--- src/hw/rtl/vspd_pkg.sv ---
// Shared constants, types and status codes for the video SPI packet decoder.
package vspd_pkg;

   // Packet geometry
   localparam int unsigned PACKET_BYTES      = 164;
   localparam int unsigned PIXELS_PER_PACKET = 80;
   localparam int unsigned HEADER_BYTES      = 4;

   // CRC-16 generator and header masks
   localparam logic [15:0] CRC_POLY       = 16'h1021;
   localparam logic [7:0]  DISCARD_NIBBLE = 8'h0f;
   localparam logic [7:0]  ID_LOW_MASK    = 8'h0f;

   // Header byte positions and the position of the first pixel's second byte
   localparam logic [7:0] POS_ID        = 8'd0;
   localparam logic [7:0] POS_FRAME     = 8'd1;
   localparam logic [7:0] POS_CRC_HIGH  = 8'd2;
   localparam logic [7:0] POS_CRC_LOW   = 8'd3;
   localparam logic [7:0] POS_FIRST_PIX = 8'd5;

   typedef enum logic [1:0] {
      STATUS_VALID    = 2'd0,
      STATUS_CRC_FAIL = 2'd1,
      STATUS_DISCARD  = 2'd2
   } status_type;

   // One input byte as held in the input stage
   typedef struct packed {
      logic [7:0] data_byte;
      logic       packet_start;
   } req_item_type;

   // One decoded pixel
   typedef struct packed {
      logic [15:0] pixel_value;
      logic [6:0]  pixel_index;
      logic [7:0]  frame_number;
      status_type  frame_status;
      logic        last_pixel;
   } rsp_item_type;

   // Pipeline control between the stages
   typedef struct packed {
      logic item_valid;
      logic advance;
   } stage_ctrl_type;

endpackage

--- src/hw/rtl/vspd_if.sv ---
// Valid/ready channel interfaces for the byte input and the pixel output.
interface vspd_req_if;
   logic       valid;
   logic       ready;
   logic [7:0] data_byte;
   logic       packet_start;

   modport source (output valid, output data_byte, output packet_start, input ready);
   modport sink (input valid, input data_byte, input packet_start, output ready);
endinterface

interface vspd_rsp_if;
   logic        valid;
   logic        ready;
   logic [15:0] pixel_value;
   logic [6:0]  pixel_index;
   logic [7:0]  frame_number;
   logic [1:0]  frame_status;
   logic        last_pixel;

   modport source (output valid, output pixel_value, output pixel_index,
                   output frame_number, output frame_status, output last_pixel,
                   input ready);
   modport sink (input valid, input pixel_value, input pixel_index,
                 input frame_number, input frame_status, input last_pixel,
                 output ready);
endinterface

--- src/hw/rtl/vspd_in_stage.sv ---
// Input register stage: captures one byte per transfer.
module vspd_in_stage (
   input  logic                  clock,
   input  logic                  reset,
   input  logic                  req_valid,
   output logic                  req_ready,
   input  vspd_pkg::req_item_type req_item,
   input  logic                  advance,
   output vspd_pkg::stage_ctrl_type ctrl,
   output vspd_pkg::req_item_type item
);
   import vspd_pkg::*;

   logic         valid_ff, valid_in;
   req_item_type item_ff;
   logic         xfer;

   // Stage frees up when empty or when its item moves on
   assign req_ready = !valid_ff || advance;
   assign xfer      = req_valid && req_ready;

   always_comb begin
      valid_in = valid_ff;
      if (xfer) begin
         valid_in = 1'b1;
      end else if (advance) begin
         valid_in = 1'b0;
      end
   end

   always_ff @(posedge clock) begin
      if (reset) begin
         valid_ff <= 1'b0;
      end else begin
         valid_ff <= valid_in;
      end
   end

   // Payload needs no reset
   always_ff @(posedge clock) begin
      if (xfer) begin
         item_ff <= req_item;
      end
   end

   assign ctrl.item_valid = valid_ff;
   assign ctrl.advance    = advance;
   assign item            = item_ff;
endmodule

--- src/hw/rtl/vspd_core.sv ---
// Packet decode: byte position, header capture, CRC-16 and pixel assembly.
module vspd_core (
   input  logic                     clock,
   input  logic                     reset,
   input  vspd_pkg::stage_ctrl_type ctrl,
   input  vspd_pkg::req_item_type   item,
   output logic                     produce,
   output vspd_pkg::rsp_item_type   result
);
   import vspd_pkg::*;

   // One byte of CRC-16, MSB first
   function automatic logic [15:0] crc_feed(input logic [15:0] crc, input logic [7:0] b);
      logic [15:0] c;
      c = crc ^ {b, 8'h00};
      for (int k = 0; k < 8; k++) begin
         c = c[15] ? ({c[14:0], 1'b0} ^ CRC_POLY) : {c[14:0], 1'b0};
      end
      return c;
   endfunction

   logic [7:0]  byte_count_ff, byte_count_in;
   logic [15:0] crc_ff, crc_in;
   logic [15:0] rx_crc_ff, rx_crc_in;
   logic        discard_ff, discard_in;
   logic [7:0]  number_ff, number_in;
   logic [7:0]  high_byte_ff, high_byte_in;

   logic        fire;
   logic        in_packet;
   logic [7:0]  pos;
   logic [7:0]  pos_from_first;
   logic [6:0]  idx;
   logic [7:0]  crc_byte;
   logic [15:0] crc_base;
   logic [15:0] crc_next;

   assign fire = ctrl.item_valid && ctrl.advance;

   // Byte position within the packet
   assign pos            = item.packet_start ? 8'd0 : byte_count_ff;
   assign in_packet      = pos < 8'(PACKET_BYTES);
   assign pos_from_first = pos - POS_FIRST_PIX;
   assign idx            = pos_from_first[7:1];

   // CRC input: ID top nibble and both CRC bytes count as zero
   always_comb begin
      crc_base = crc_ff;
      crc_byte = item.data_byte;
      if (pos == POS_ID) begin
         crc_base = 16'h0000;
         crc_byte = item.data_byte & ID_LOW_MASK;
      end else if (pos == POS_CRC_HIGH || pos == POS_CRC_LOW) begin
         crc_byte = 8'h00;
      end
   end

   assign crc_next = crc_feed(crc_base, crc_byte);

   // State update for an accepted byte
   always_comb begin
      byte_count_in = byte_count_ff;
      crc_in        = crc_ff;
      rx_crc_in     = rx_crc_ff;
      discard_in    = discard_ff;
      number_in     = number_ff;
      high_byte_in  = high_byte_ff;
      if (fire && in_packet) begin
         byte_count_in = pos + 8'd1;
         crc_in        = crc_next;
         if (pos == POS_ID) begin
            discard_in = (item.data_byte & DISCARD_NIBBLE) == DISCARD_NIBBLE;
         end
         if (pos == POS_FRAME && !discard_ff) begin
            number_in = item.data_byte;
         end
         if (pos == POS_CRC_HIGH && !discard_ff) begin
            rx_crc_in[15:8] = item.data_byte;
         end
         if (pos == POS_CRC_LOW && !discard_ff) begin
            rx_crc_in[7:0] = item.data_byte;
         end
         if (pos >= 8'(HEADER_BYTES) && !pos[0]) begin
            high_byte_in = item.data_byte;
         end
      end
   end

   always_ff @(posedge clock) begin
      if (reset) begin
         byte_count_ff <= 8'd0;
         crc_ff        <= 16'h0000;
         rx_crc_ff     <= 16'h0000;
         discard_ff    <= 1'b0;
         number_ff     <= 8'd0;
         high_byte_ff  <= 8'd0;
      end else begin
         byte_count_ff <= byte_count_in;
         crc_ff        <= crc_in;
         rx_crc_ff     <= rx_crc_in;
         discard_ff    <= discard_in;
         number_ff     <= number_in;
         high_byte_ff  <= high_byte_in;
      end
   end

   // Pixel result on the second byte of each pair
   assign produce = fire && in_packet && pos >= POS_FIRST_PIX && pos[0]
                    && idx < 7'(PIXELS_PER_PACKET);

   always_comb begin
      result.pixel_index  = idx;
      result.frame_number = number_ff;
      result.last_pixel   = idx == 7'(PIXELS_PER_PACKET - 1);
      if (discard_ff) begin
         result.pixel_value  = 16'h0000;
         result.frame_status = STATUS_DISCARD;
      end else begin
         result.pixel_value  = {high_byte_ff, item.data_byte};
         result.frame_status = (crc_next != rx_crc_ff) ? STATUS_CRC_FAIL : STATUS_VALID;
      end
   end
endmodule

--- src/hw/rtl/vspd_out_reg.sv ---
// Output register: holds one pixel until the downstream transfer.
module vspd_out_reg (
   input  logic                   clock,
   input  logic                   reset,
   input  logic                   produce,
   input  vspd_pkg::rsp_item_type result,
   output logic                   advance,
   output logic                   rsp_valid,
   input  logic                   rsp_ready,
   output vspd_pkg::rsp_item_type rsp_item
);
   import vspd_pkg::*;

   logic         valid_ff, valid_in;
   rsp_item_type item_ff;
   logic         load;

   // Pipeline moves when the register is empty or being drained
   assign advance = !valid_ff || rsp_ready;
   assign load    = produce && advance;

   always_comb begin
      valid_in = valid_ff && !rsp_ready;
      if (load) begin
         valid_in = 1'b1;
      end
   end

   always_ff @(posedge clock) begin
      if (reset) begin
         valid_ff <= 1'b0;
      end else begin
         valid_ff <= valid_in;
      end
   end

   always_ff @(posedge clock) begin
      if (load) begin
         item_ff <= result;
      end
   end

   assign rsp_valid = valid_ff;
   assign rsp_item  = item_ff;
endmodule

--- src/hw/rtl/video_spi_packet_decoder.sv ---
// Top level of the video SPI packet decoder.
// Path: a pixel's second data byte is captured in the input register on its transfer,
// and the pixel is loaded into the output register when that byte moves on.
// Throughput: one byte per cycle unless the output stalls; the byte CRC update and decode
// sit between the input register and the output register.
// Reset (synchronous) empties both stages and clears the byte count, CRC,
// received CRC, discard flag, frame number and held high byte.
module video_spi_packet_decoder (
   input logic         clock,
   input logic         reset,
   vspd_req_if.sink    req_if,
   vspd_rsp_if.source  rsp_if
);
   import vspd_pkg::*;

   req_item_type   req_item;
   req_item_type   item;
   stage_ctrl_type ctrl;
   rsp_item_type   result;
   rsp_item_type   rsp_item;
   logic           advance;
   logic           produce;
   logic           req_ready;
   logic           rsp_valid;

   assign req_item.data_byte    = req_if.data_byte;
   assign req_item.packet_start = req_if.packet_start;
   assign req_if.ready          = req_ready;

   vspd_in_stage u_in_stage (
      .clock     (clock),
      .reset     (reset),
      .req_valid (req_if.valid),
      .req_ready (req_ready),
      .req_item  (req_item),
      .advance   (advance),
      .ctrl      (ctrl),
      .item      (item)
   );

   vspd_core u_core (
      .clock   (clock),
      .reset   (reset),
      .ctrl    (ctrl),
      .item    (item),
      .produce (produce),
      .result  (result)
   );

   vspd_out_reg u_out_reg (
      .clock     (clock),
      .reset     (reset),
      .produce   (produce),
      .result    (result),
      .advance   (advance),
      .rsp_valid (rsp_valid),
      .rsp_ready (rsp_if.ready),
      .rsp_item  (rsp_item)
   );

   assign rsp_if.valid        = rsp_valid;
   assign rsp_if.pixel_value  = rsp_item.pixel_value;
   assign rsp_if.pixel_index  = rsp_item.pixel_index;
   assign rsp_if.frame_number = rsp_item.frame_number;
   assign rsp_if.frame_status = rsp_item.frame_status;
   assign rsp_if.last_pixel   = rsp_item.last_pixel;
endmodule

--- src/flat_wrapper.sv ---
// flat-port wrapper written by rule: the top's interface ports become plain ports
module video_spi_packet_decoder_flat import vspd_pkg::*;
  (clock, reset, req_if_valid, req_if_data_byte, req_if_packet_start, req_if_ready, rsp_if_valid, rsp_if_pixel_value, rsp_if_pixel_index, rsp_if_frame_number, rsp_if_frame_status, rsp_if_last_pixel, rsp_if_ready);
  vspd_req_if req_if_i ();
  vspd_rsp_if rsp_if_i ();
  input logic clock;
  input logic reset;
  input wire logic [$bits(req_if_i.valid)-1:0] req_if_valid;
  input wire logic [$bits(req_if_i.data_byte)-1:0] req_if_data_byte;
  input wire logic [$bits(req_if_i.packet_start)-1:0] req_if_packet_start;
  output wire logic [$bits(req_if_i.ready)-1:0] req_if_ready;
  output wire logic [$bits(rsp_if_i.valid)-1:0] rsp_if_valid;
  output wire logic [$bits(rsp_if_i.pixel_value)-1:0] rsp_if_pixel_value;
  output wire logic [$bits(rsp_if_i.pixel_index)-1:0] rsp_if_pixel_index;
  output wire logic [$bits(rsp_if_i.frame_number)-1:0] rsp_if_frame_number;
  output wire logic [$bits(rsp_if_i.frame_status)-1:0] rsp_if_frame_status;
  output wire logic [$bits(rsp_if_i.last_pixel)-1:0] rsp_if_last_pixel;
  input wire logic [$bits(rsp_if_i.ready)-1:0] rsp_if_ready;
  assign req_if_i.valid = req_if_valid;
  assign req_if_i.data_byte = req_if_data_byte;
  assign req_if_i.packet_start = req_if_packet_start;
  assign req_if_ready = req_if_i.ready;
  assign rsp_if_valid = rsp_if_i.valid;
  assign rsp_if_pixel_value = rsp_if_i.pixel_value;
  assign rsp_if_pixel_index = rsp_if_i.pixel_index;
  assign rsp_if_frame_number = rsp_if_i.frame_number;
  assign rsp_if_frame_status = rsp_if_i.frame_status;
  assign rsp_if_last_pixel = rsp_if_i.last_pixel;
  assign rsp_if_i.ready = rsp_if_ready;
  video_spi_packet_decoder u_core (.clock(clock), .reset(reset), .req_if(req_if_i), .rsp_if(rsp_if_i));
endmodule
--- config.mk ---
export PLATFORM = sky130hd
export DESIGN_NAME = video_spi_packet_decoder_flat
export DESIGN_NICKNAME = d
export VERILOG_FILES = /design/src/hw/rtl/vspd_pkg.sv /design/src/hw/rtl/vspd_if.sv /design/src/hw/rtl/vspd_in_stage.sv /design/src/hw/rtl/vspd_core.sv /design/src/hw/rtl/vspd_out_reg.sv /design/src/hw/rtl/video_spi_packet_decoder.sv /design/src/flat_wrapper.sv
export SDC_FILE = /design/constraint.sdc
export NUM_CORES = 1
export LEC_CHECK = 0
export ABC_AREA = 1
export BUFFER_PORTS_ARGS = -buffer_cell sky130_fd_sc_hd__buf_2
export CORE_UTILIZATION = 40
export DETAILED_ROUTE_END_ITERATION = 8
export GPL_TIMING_DRIVEN = 0
export PLACE_DENSITY = 0.67
export SLEW_MARGIN = 0
export SYNTH_ARGS = -nofsm -noshare
export SYNTH_HDL_FRONTEND = slang
export SYNTH_SLANG_ARGS = --single-unit
--- constraint.sdc ---
create_clock -name clock -period 6.5 [get_ports clock]
set_clock_uncertainty 0.05 [all_clocks]
set_input_delay 1.3 -clock clock [delete_from_list [all_inputs] [get_ports clock]]
set_output_delay 1.3 -clock clock [all_outputs]
set_load 0.005 [all_outputs]
# After elaboration in Yosys (flattened, before gate mapping)

Cells that the tools add are included.

Register bits after elaboration: 102
Input bits: 13
Output and inout bits: 36
Logic and storage cells: 80

$add $sub $neg: 2
$lt $le $gt $ge: 4
Eq/ne operators: 6
Mux-type cells: 16
Bitwise gates (word level): 9
Reductions and logical operators: 27

Operators with widths:

| cell                  | number |
|---|---|
| $mux W13              | 8 |
| $mux W8               | 3 |
| $not A3 Y3            | 8 |
| $eq A8 B2 Y1 const B  | 2 |
| $ge A8 B3 Y1 const B  | 2 |
| $mux W16              | 1 |
| $ne A16 B16 Y1        | 1 |
| $xor A16 B16 Y16      | 1 |
| $logic_and A1 B1 Y1   | 12 |
| $reduce_and A2 Y1     | 5 |
| $add A8 B1 Y8 const B | 1 |
| $eq A8 B1 Y1 const B  | 1 |
| $logic_not A8 Y1      | 1 |
| $lt A8 B8 Y1 const B  | 1 |
| $sub A8 B3 Y8 const B | 1 |
| $eq A7 B7 Y1 const B  | 1 |
| $lt A7 B7 Y1 const B  | 1 |
| $logic_not A1 Y1      | 5 |
| $eq A4 B4 Y1 const B  | 1 |
| $mux W1               | 4 |
| $logic_or A1 B1 Y1    | 3 |
| $reduce_bool A2 Y1    | 1 |

# Depth between registers and ports, before layout

Gate-level depths: netlist of the first run.

Depth after elaboration: 24
Mapped depth: 22
Gate-level depth less buffers: 21

# Modules after synthesis

Synthesis of the first run repeated with hierarchy kept, for this count alone.

Cell total of the unflattened synthesis: 618
Area total of the unflattened synthesis: 5034.8 µm²

Modules (own cells, without submodules):

| module        | instances | cells each | area each (µm²) | sequential area each (µm²) |
|---|---|---|---|---|
| vspd_core     | 1         | 561        | 3633.5          | 1141.1 |
| vspd_out_reg  | 1         | 40         | 1068.5          | 1041.0 |
| vspd_in_stage | 1         | 17         | 332.8           | 290.3 |

# Worst setup path before layout of the first run

No wires, ideal clock.

Path type: input to register
Start: in rsp_if_ready
End: reg u_core.u_out_reg.item_ff, in the netlist u_core.u_out_reg.rsp_item[0], enable pin
Library setup time: 0.514 ns
Arrival: 5.190 ns
Data required time: 5.936 ns
Setup slack: 0.747 ns
Cell stages on the path: 4
Path buffers: 0
Cell sequence: inv_1 -> a21boi_0 -> nand2_1 -> nor4_1

Word-level cells in the longest chain between the ends: 7

Ends and longest elaborated chain:

| element                           | RTL line           | source |
|---|---|---|
| start: declaration                | flat_wrapper.sv:18 | `input wire logic [$bits(rsp_if_i.ready)-1:0] rsp_if_ready;` |
| $logic_or A1 B1 Y1 (*)            | vspd_out_reg.sv:19 | `assign advance = !valid_ff \|\| rsp_ready;` |
| $logic_and A1 B1 Y1               | vspd_core.sv:38    | `assign fire = ctrl.item_valid && ctrl.advance;` |
| $logic_and A1 B1 Y1 (3 in series) | vspd_core.sv:108   | `assign produce = fire && in_packet && pos >= POS_FIRST_PIX && pos[0]` |
| $logic_and A1 B1 Y1               | vspd_core.sv:109   | `&& idx < 7'(PIXELS_PER_PACKET);` |
| $logic_and A1 B1 Y1 (*)           | vspd_out_reg.sv:20 | `assign load = produce && advance;` |
| via u_core.u_out_reg.load         | vspd_out_reg.sv:16 | `logic load;` |
| end signal: assignment            | vspd_out_reg.sv:39 | `item_ff <= result;` |
| end: declaration                  | vspd_out_reg.sv:15 | `rsp_item_type item_ff;` |

The timed path passes the listed nets; every way through them passes the cells marked *.
A chain may end at the register's enable or synchronous reset.

==> results of run 1 <==
==> worst max-delay path, delay by kind of cell, from the launching register on <==
family	cells	cell delay [ns]
buffers and inverters	5	1.01
xor gates and xnor gates	1	0.15
and+or+nand+nor	7	1.30
DFF	1	0.46
adders and majority gates	1	0.24
==> kinds of logic (layout without fill, tap and decap cells) <==
family | after synthesis | after routing | synth area share (%)
xor gates and xnor gates | 9 | 9 | 1.86
DFF | 102 | 102 | 49.6
buffers and inverters | 108 | 176 | 8.63
adders and majority gates | 5 | 5 | 1.26
and+or+nand+nor | 273 | 273 | 25.8
AOI/OAI and AO/OA | 122 | 122 | 12.8
==> sequential cells by signal, indices dropped and copies added (netlist names) <==
signal and flops:
u_core.u_in_stage.item 9, u_core.u_core.number_ff 8, u_core.u_out_reg.rsp_item 34, u_core.u_core.high_byte_ff 8, u_core.u_core.rx_crc_ff 16, u_core.u_core.crc_ff 16
u_core.u_core.byte_count_ff 8, u_core.u_core.discard_ff 1, u_core.u_in_stage.valid_ff 1, u_core.u_out_reg.rsp_valid 1
==> per-layer routing <==
| layer | GRT usage (%) | vias to the layer above |
|---|---|---|
| met4 | 8.33 | 0 |
| li1 | - | 2144 |
| met1 | 27.0 | 1988 |
| met5 | 0 | - |
| met2 | 32.9 | 142 |
| met3 | 3.45 | 18 |
==> report_power, final <==
| part | leakage, nW | internal [W] | switching [W] | total (W) |
|---|---|---|---|---|
| registers | 0.904 | 0.000687 | 0.0000161 | 0.000703 |
| logic | 1.59 | 0.0000718 | 0.000161 | 0.000233 |
| clock network | 0.155 | 0.000311 | 0.000268 | 0.000580 |
==> area by class of cell <==
cell class	count	area (µm²)	area share, %
buffer	18	90.1	1.55
clock buffer	9	225	3.88
clock inverter	7	101	1.75
inverter	90	340	5.87
multi-input combinational	409	2090	36.0
sequential	102	2470	42.6
tap	168	210	3.63
timing repair buffer	52	270	4.66
==> cells in the mapped netlist (all sizes together), types with 3 or more instances <==
library cell / number
nand2: 147
inv: 89
nor2: 60
dfxtp: 59
o21ai: 58
a21oi: 56
nand3: 45
edfxtp: 43
buf: 9
clkbuf: 9
nand4: 8
nor3: 8
xor2: 6
ha: 5
o211ai: 3
==> through the flow <==
step	hold WS [ns]	util, %	power, W	cell area (µm²)
after floorplan	0.353	-	0.000883	4980
final	0.384	48.1	0.00152	5800
after detailed placement	0.365	45.4	0.000946	5470
after global placement	0.368	45.1	0.000939	5440
after global routing	0.403	48.1	0.00158	5800
after CTS	0.385	48.1	0.00152	5800
==> worst max-delay path by stage <==
stage	to	cells after the start	slack [ns]	startpoint
2_1_floorplan	u_core.u_out_reg.rsp_item[0]	4	0.75	rsp_if_ready
3_3_place_gp	u_core.u_out_reg.rsp_item[1]	5	-0.89	rsp_if_ready
3_5_place_dp	u_core.u_out_reg.rsp_item[1]	9	2.60	rsp_if_ready
4_1_cts	u_core.u_out_reg.rsp_item[1]	9	2.97	rsp_if_ready
5_1_grt	u_core.u_out_reg.rsp_item[1]	9	2.78	rsp_if_ready
6_report	u_core.u_out_reg.rsp_item[1]	14	2.99	u_core.u_in_stage.item[0]
==> results_dict.tcl, run 1 <==
set metrics [dict create \
    instances_no_fill 855 \
    wl_met2_um 5900 \
    grt_overflow 0 \
    holdPathStages 0 \
    io_pins 49 \
    yosysWarningCount 0 \
    synth_nets 637 \
    critPathArrivalTime_ns 3.52 \
    wl_met1_um 5690 \
    synth.yosys.seq_area_share_pct 49.6 \
    cap_violations 0 \
    rsz0062_at_grt "no" \
    clock_sinks 102 \
    final_cell_mix "nand2_1, inv_1, dfxtp_1" \
    totalWireLength_um 12700 \
    fill_cells 1191 \
    async_flop_share_pct 0 \
    hold_path.class "reg2reg" \
    start_kind "flip-flop" \
    cts_resized 0 \
    pre_cts_slack_ns 2.60 \
    synth_cell_types 39 \
    outcome "finished clean" \
    post_cts_buffers 0 \
    grt_max_degree 21 \
    max_slew.worst_pin.slew_ns 0.585 \
    port_buffers 48 \
    n_antenna_cell 0 \
    area_growth_pct 16.3 \
    crit_required_ns 6.51 \
    yosysTopAreaCellShare_pct 25.9 \
    min_from "u_core.u_core.number_ff[3]" \
    grt_pass1_wl_um 19800 \
    grt_usage_pct 20.3 \
    grt_pass1_vias 3895 \
    fmaxAchievable_mhz 285 \
    cpPeakStageDelay_ns 0.46 \
    final_nets 700 \
    postSynthCellCount 619 \
    ant_nets 0 \
    drt_iter0_markers 367 \
    ys_ff_latch 102 \
    drt-pass1-iter-count 6 \
    top_layer_used "met4" \
    drive_above_1_share_pct 17.3 \
    period_minus_slack_ns 3.51 \
    fp.dieH_um 114 \
    cts.clk_slew.worst_paths_ns 0.08 \
    cts_buffers 9 \
    die_w_um 114 \
    slowest_stage "edfxtp_1" \
    synth_area_leaders "edfxtp_1, dfxtp_1, nand2_1" \
    via_per_inst 5.02 \
    met3WireLength_um 851 \
    start_util_pct 41.3 \
    hold_viol_final 0 \
    ff2ff_path_depth 14 \
    tritoncts "built" \
    pwr_density_cell_nw_per_um2 261 \
    min_to "u_core.u_out_reg.rsp_item[6]" \
    relSlewSlack_pct 61.0 \
    reg2reg_slack_ns 2.99 \
    drv_slew 0 \
    yosys.area.top_type "edfxtp_1" \
    crit_type "reg2reg" \
    netlist_area_um2 4980 \
    worstSetupEndpointType "flip-flop" \
    antenna_found_initial 0 \
    p_leak_nw 2.65 \
    vias 4292 \
    synthFlopType "dfxtp_1" \
    final_common_cell "nand2_1" \
    drc_errors 0 \
    cts-root-buf "clkbuf_16" \
    path_max_fanout 10 \
    setup_viol 0 \
    worst_skew_pair.late_latency_ns 0.36 \
    htree_levels 3 \
    rows 40 \
    die_area_um2 12900 \
    wl_per_cell_um 14.8 \
    max-vdd-ir-drop_uv 117 \
    gp_congestion 0.884 \
    tns_ns 0 \
    reg2reg_from "u_core.u_in_stage.item[0]" \
    clockBufferDepth 2 \
    setup_ws_ns 2.99 \
    dp_hpwl_um 9180 \
    worst_r2r_endpoint "u_core.u_out_reg.rsp_item[1]" \
    hold_buffers 0 \
    avgSynthCellArea_um2 8.05 \
    cp_cell_sequence "nor2_1 > inv_1 > ha_1 > or2_2 > nand2_1 > nor2_1 > xnor2_1 > nor2_1 > nor2_1 > nor4_2 > buf_4 > buf_4 > buf_4 > buf_4" \
    fin_crit_sh_pct 54.0 \
    synth_edf_count 43 \
    dp.cells 839 \
    core_um2 12100 \
]
(Power assumes the default switching activity.)
==> run 2: changes to the inputs <==
clock period = 3.63 ns   (was 6.5 ns; I/O delays follow)
==> results_dict.tcl, run 2 (synthesis results as in run 1) <==
set metrics [dict create \
    outcome "finished clean" \
    core_um2 12100 \
    tritoncts "built" \
    critPathCapture "u_core.u_out_reg.rsp_item[23]" \
    p_sw_share_pct 29.5 \
    fp.dieH_um 114 \
    clockBufferDepth 2 \
    critPathArrivalTime_ns 3.25 \
    setup_viol 0 \
    vias 4353 \
    area_growth_pct 15.5 \
    period_minus_slack_ns 3.25 \
    die_area_um2 12900 \
    antenna_found_initial 0 \
    dp_hpwl_um 9090 \
    cap_violations 0 \
    post_cts_buffers 0 \
    io_pins 49 \
    rsz0062_at_grt "no" \
    p_leak_nw 2.63 \
    grt_pass1_vias 4031 \
    ant_nets 0 \
    p_int_w 0.00183 \
    gp_congestion 0.911 \
    global_route.usage.met3_pct 3.03 \
    grt_usage_pct 20.0 \
    clock_sinks 102 \
    rows 40 \
    max_slew.worst_pin.slew_ns 0.566 \
    worst_r2r_endpoint "u_core.u_out_reg.rsp_item[23]" \
    final_core_util_pct 47.7 \
    ff2ff_path_depth 12 \
    final_common_cell "nand2_1" \
    start_util_pct 41.3 \
    totalWireLength_um 12400 \
    path_max_fanout 17 \
    drc_errors 0 \
    crit_type "reg2reg" \
    wl_per_cell_um 14.5 \
    grt.busiest_layer "met2" \
    via_per_inst 5.10 \
    clock_power_share_pct 35.4 \
    final_cell_mix "nand2_1, inv_1, dfxtp_1" \
    drive_above_1_share_pct 17.1 \
    cts_resized 0 \
    drt-pass1-iter-count 6 \
    reg2reg_slack_ns 0.38 \
    hold_path.class "reg2reg" \
    tns_ns 0 \
    power.switching_w 0.000768 \
    hold_buffers 0 \
    cts-root-buf "clkbuf_16" \
    power_frac_comb_pct 16.2 \
    htree_levels 3 \
    hold_viol_final 0 \
    fin_crit_sh_pct 89.6 \
    relSlewSlack_pct 62.1 \
    grt_max_degree 19 \
    start_kind "flip-flop" \
    drv_slew 0 \
    startpoint "u_core.u_in_stage.item[0]" \
    max-vdd-ir-drop_uv 196 \
    final_nets 698 \
    grt_overflow 0 \
    use_met2_pct 32.7 \
    n_antenna_cell 0 \
    cts.clk_slew.worst_paths_ns 0.07 \
    reg2reg_from "u_core.u_in_stage.item[0]" \
    grt_pass1_wl_um 19800 \
    pwr_density_cell_nw_per_um2 452 \
    crit_required_ns 3.63 \
    drt_iter0_markers 359 \
    pwr-share-seq_pct 48.3 \
    port_buffers 48 \
    grtUsageMet1_pct 25.2 \
    worstSetupEndpointType "flip-flop" \
    largest_reg_flops 34 \
    cts_buffers 9 \
    fmaxAchievable_mhz 307 \
    worst_skew_pair.late_latency_ns 0.35 \
    die_w_um 114 \
]
[run 2: cell count changes in the layout (fill, tap and decap cells not counted), sizes merged]
cell / before / now
buf: 61 / 59
bufinv: 1 / 0
clkinvlp: 1 / 2
[run 2: power groups by stage]
stage          clock network [W]  logic (W)  registers (W)
4_1_cts                 0.000933   0.000415        0.00126
2_1_floorplan                  0   0.000308        0.00128
3_5_place_dp                   0   0.000412        0.00128
6_report                0.000922   0.000422        0.00126
5_1_grt                 0.000986   0.000470        0.00126
3_3_place_gp                   0   0.000402        0.00128
[run 2: worst min path at each step]
| stage | endpoint | depth (start not counted) | slack, ns | startpoint |
|---|---|---|---|---|
| after floorplan | u_core.u_out_reg.rsp_item[10] | 0 | 0.35 | u_core.u_core.number_ff[7] |
| after global placement | u_core.u_out_reg.rsp_item[4] | 0 | 0.37 | u_core.u_core.number_ff[1] |
| after detailed placement | u_core.u_out_reg.rsp_item[10] | 0 | 0.36 | u_core.u_core.number_ff[7] |
| after CTS | u_core.u_out_reg.rsp_item[10] | 0 | 0.38 | u_core.u_core.number_ff[7] |
| after global routing | u_core.u_out_reg.rsp_item[8] | 0 | 0.39 | u_core.u_core.number_ff[5] |
| final | u_core.u_out_reg.rsp_item[10] | 0 | 0.38 | u_core.u_core.number_ff[7] |
[run 2: worst max-delay path, cell delays in order (launching register included)]
cell and delay [ns]:
edfxtp_1 0.45, nor2_1 0.31, inv_1 0.19, ha_1 0.25, or2_2 0.30, nand2_1 0.14, nor2_1 0.07, xnor2_1 0.15
nor2_1 0.11, nor2_1 0.08, nor4_4 0.39, buf_6 0.24, buf_6 0.21
[run 2: layout make-up]
| class | instances | area, µm² |
|---|---|---|
| fillers | 1189 | 6310 |
| flip-flops and latches | 102 | 2470 |
| plain buffers | 18 | 90.1 |
| clock inverters | 7 | 57.6 |
| clock buffers | 9 | 225 |
| repair buffers | 50 | 263 |
| inverters | 90 | 340 |
| multi-input cells | 409 | 2100 |
| well taps | 168 | 210 |
[run 2: routing by layer]
layer	wire, µm	vias to the layer above
li1	-	2148
met1	5460	1992
met2	5740	173
met3	680	40
met4	502	0
met5	0	-
[run 2: metrics by stage]
step / hold WS [ns] / setup slack (ns) / instances / total power, W / cell area [µm²]
6_report: 0.383 / 0.376 / 853 / 0.00260 / 5760
5_1_grt: 0.393 / 0.143 / 853 / 0.00272 / 5760
4_1_cts: 0.384 / 0.373 / 853 / 0.00260 / 5760
3_5_place_dp: 0.365 / 0.383 / 837 / 0.00170 / 5470
3_3_place_gp: 0.369 / -0.351 / 835 / 0.00168 / 5450
2_1_floorplan: 0.353 / 0.208 / 619 / 0.00158 / 5000
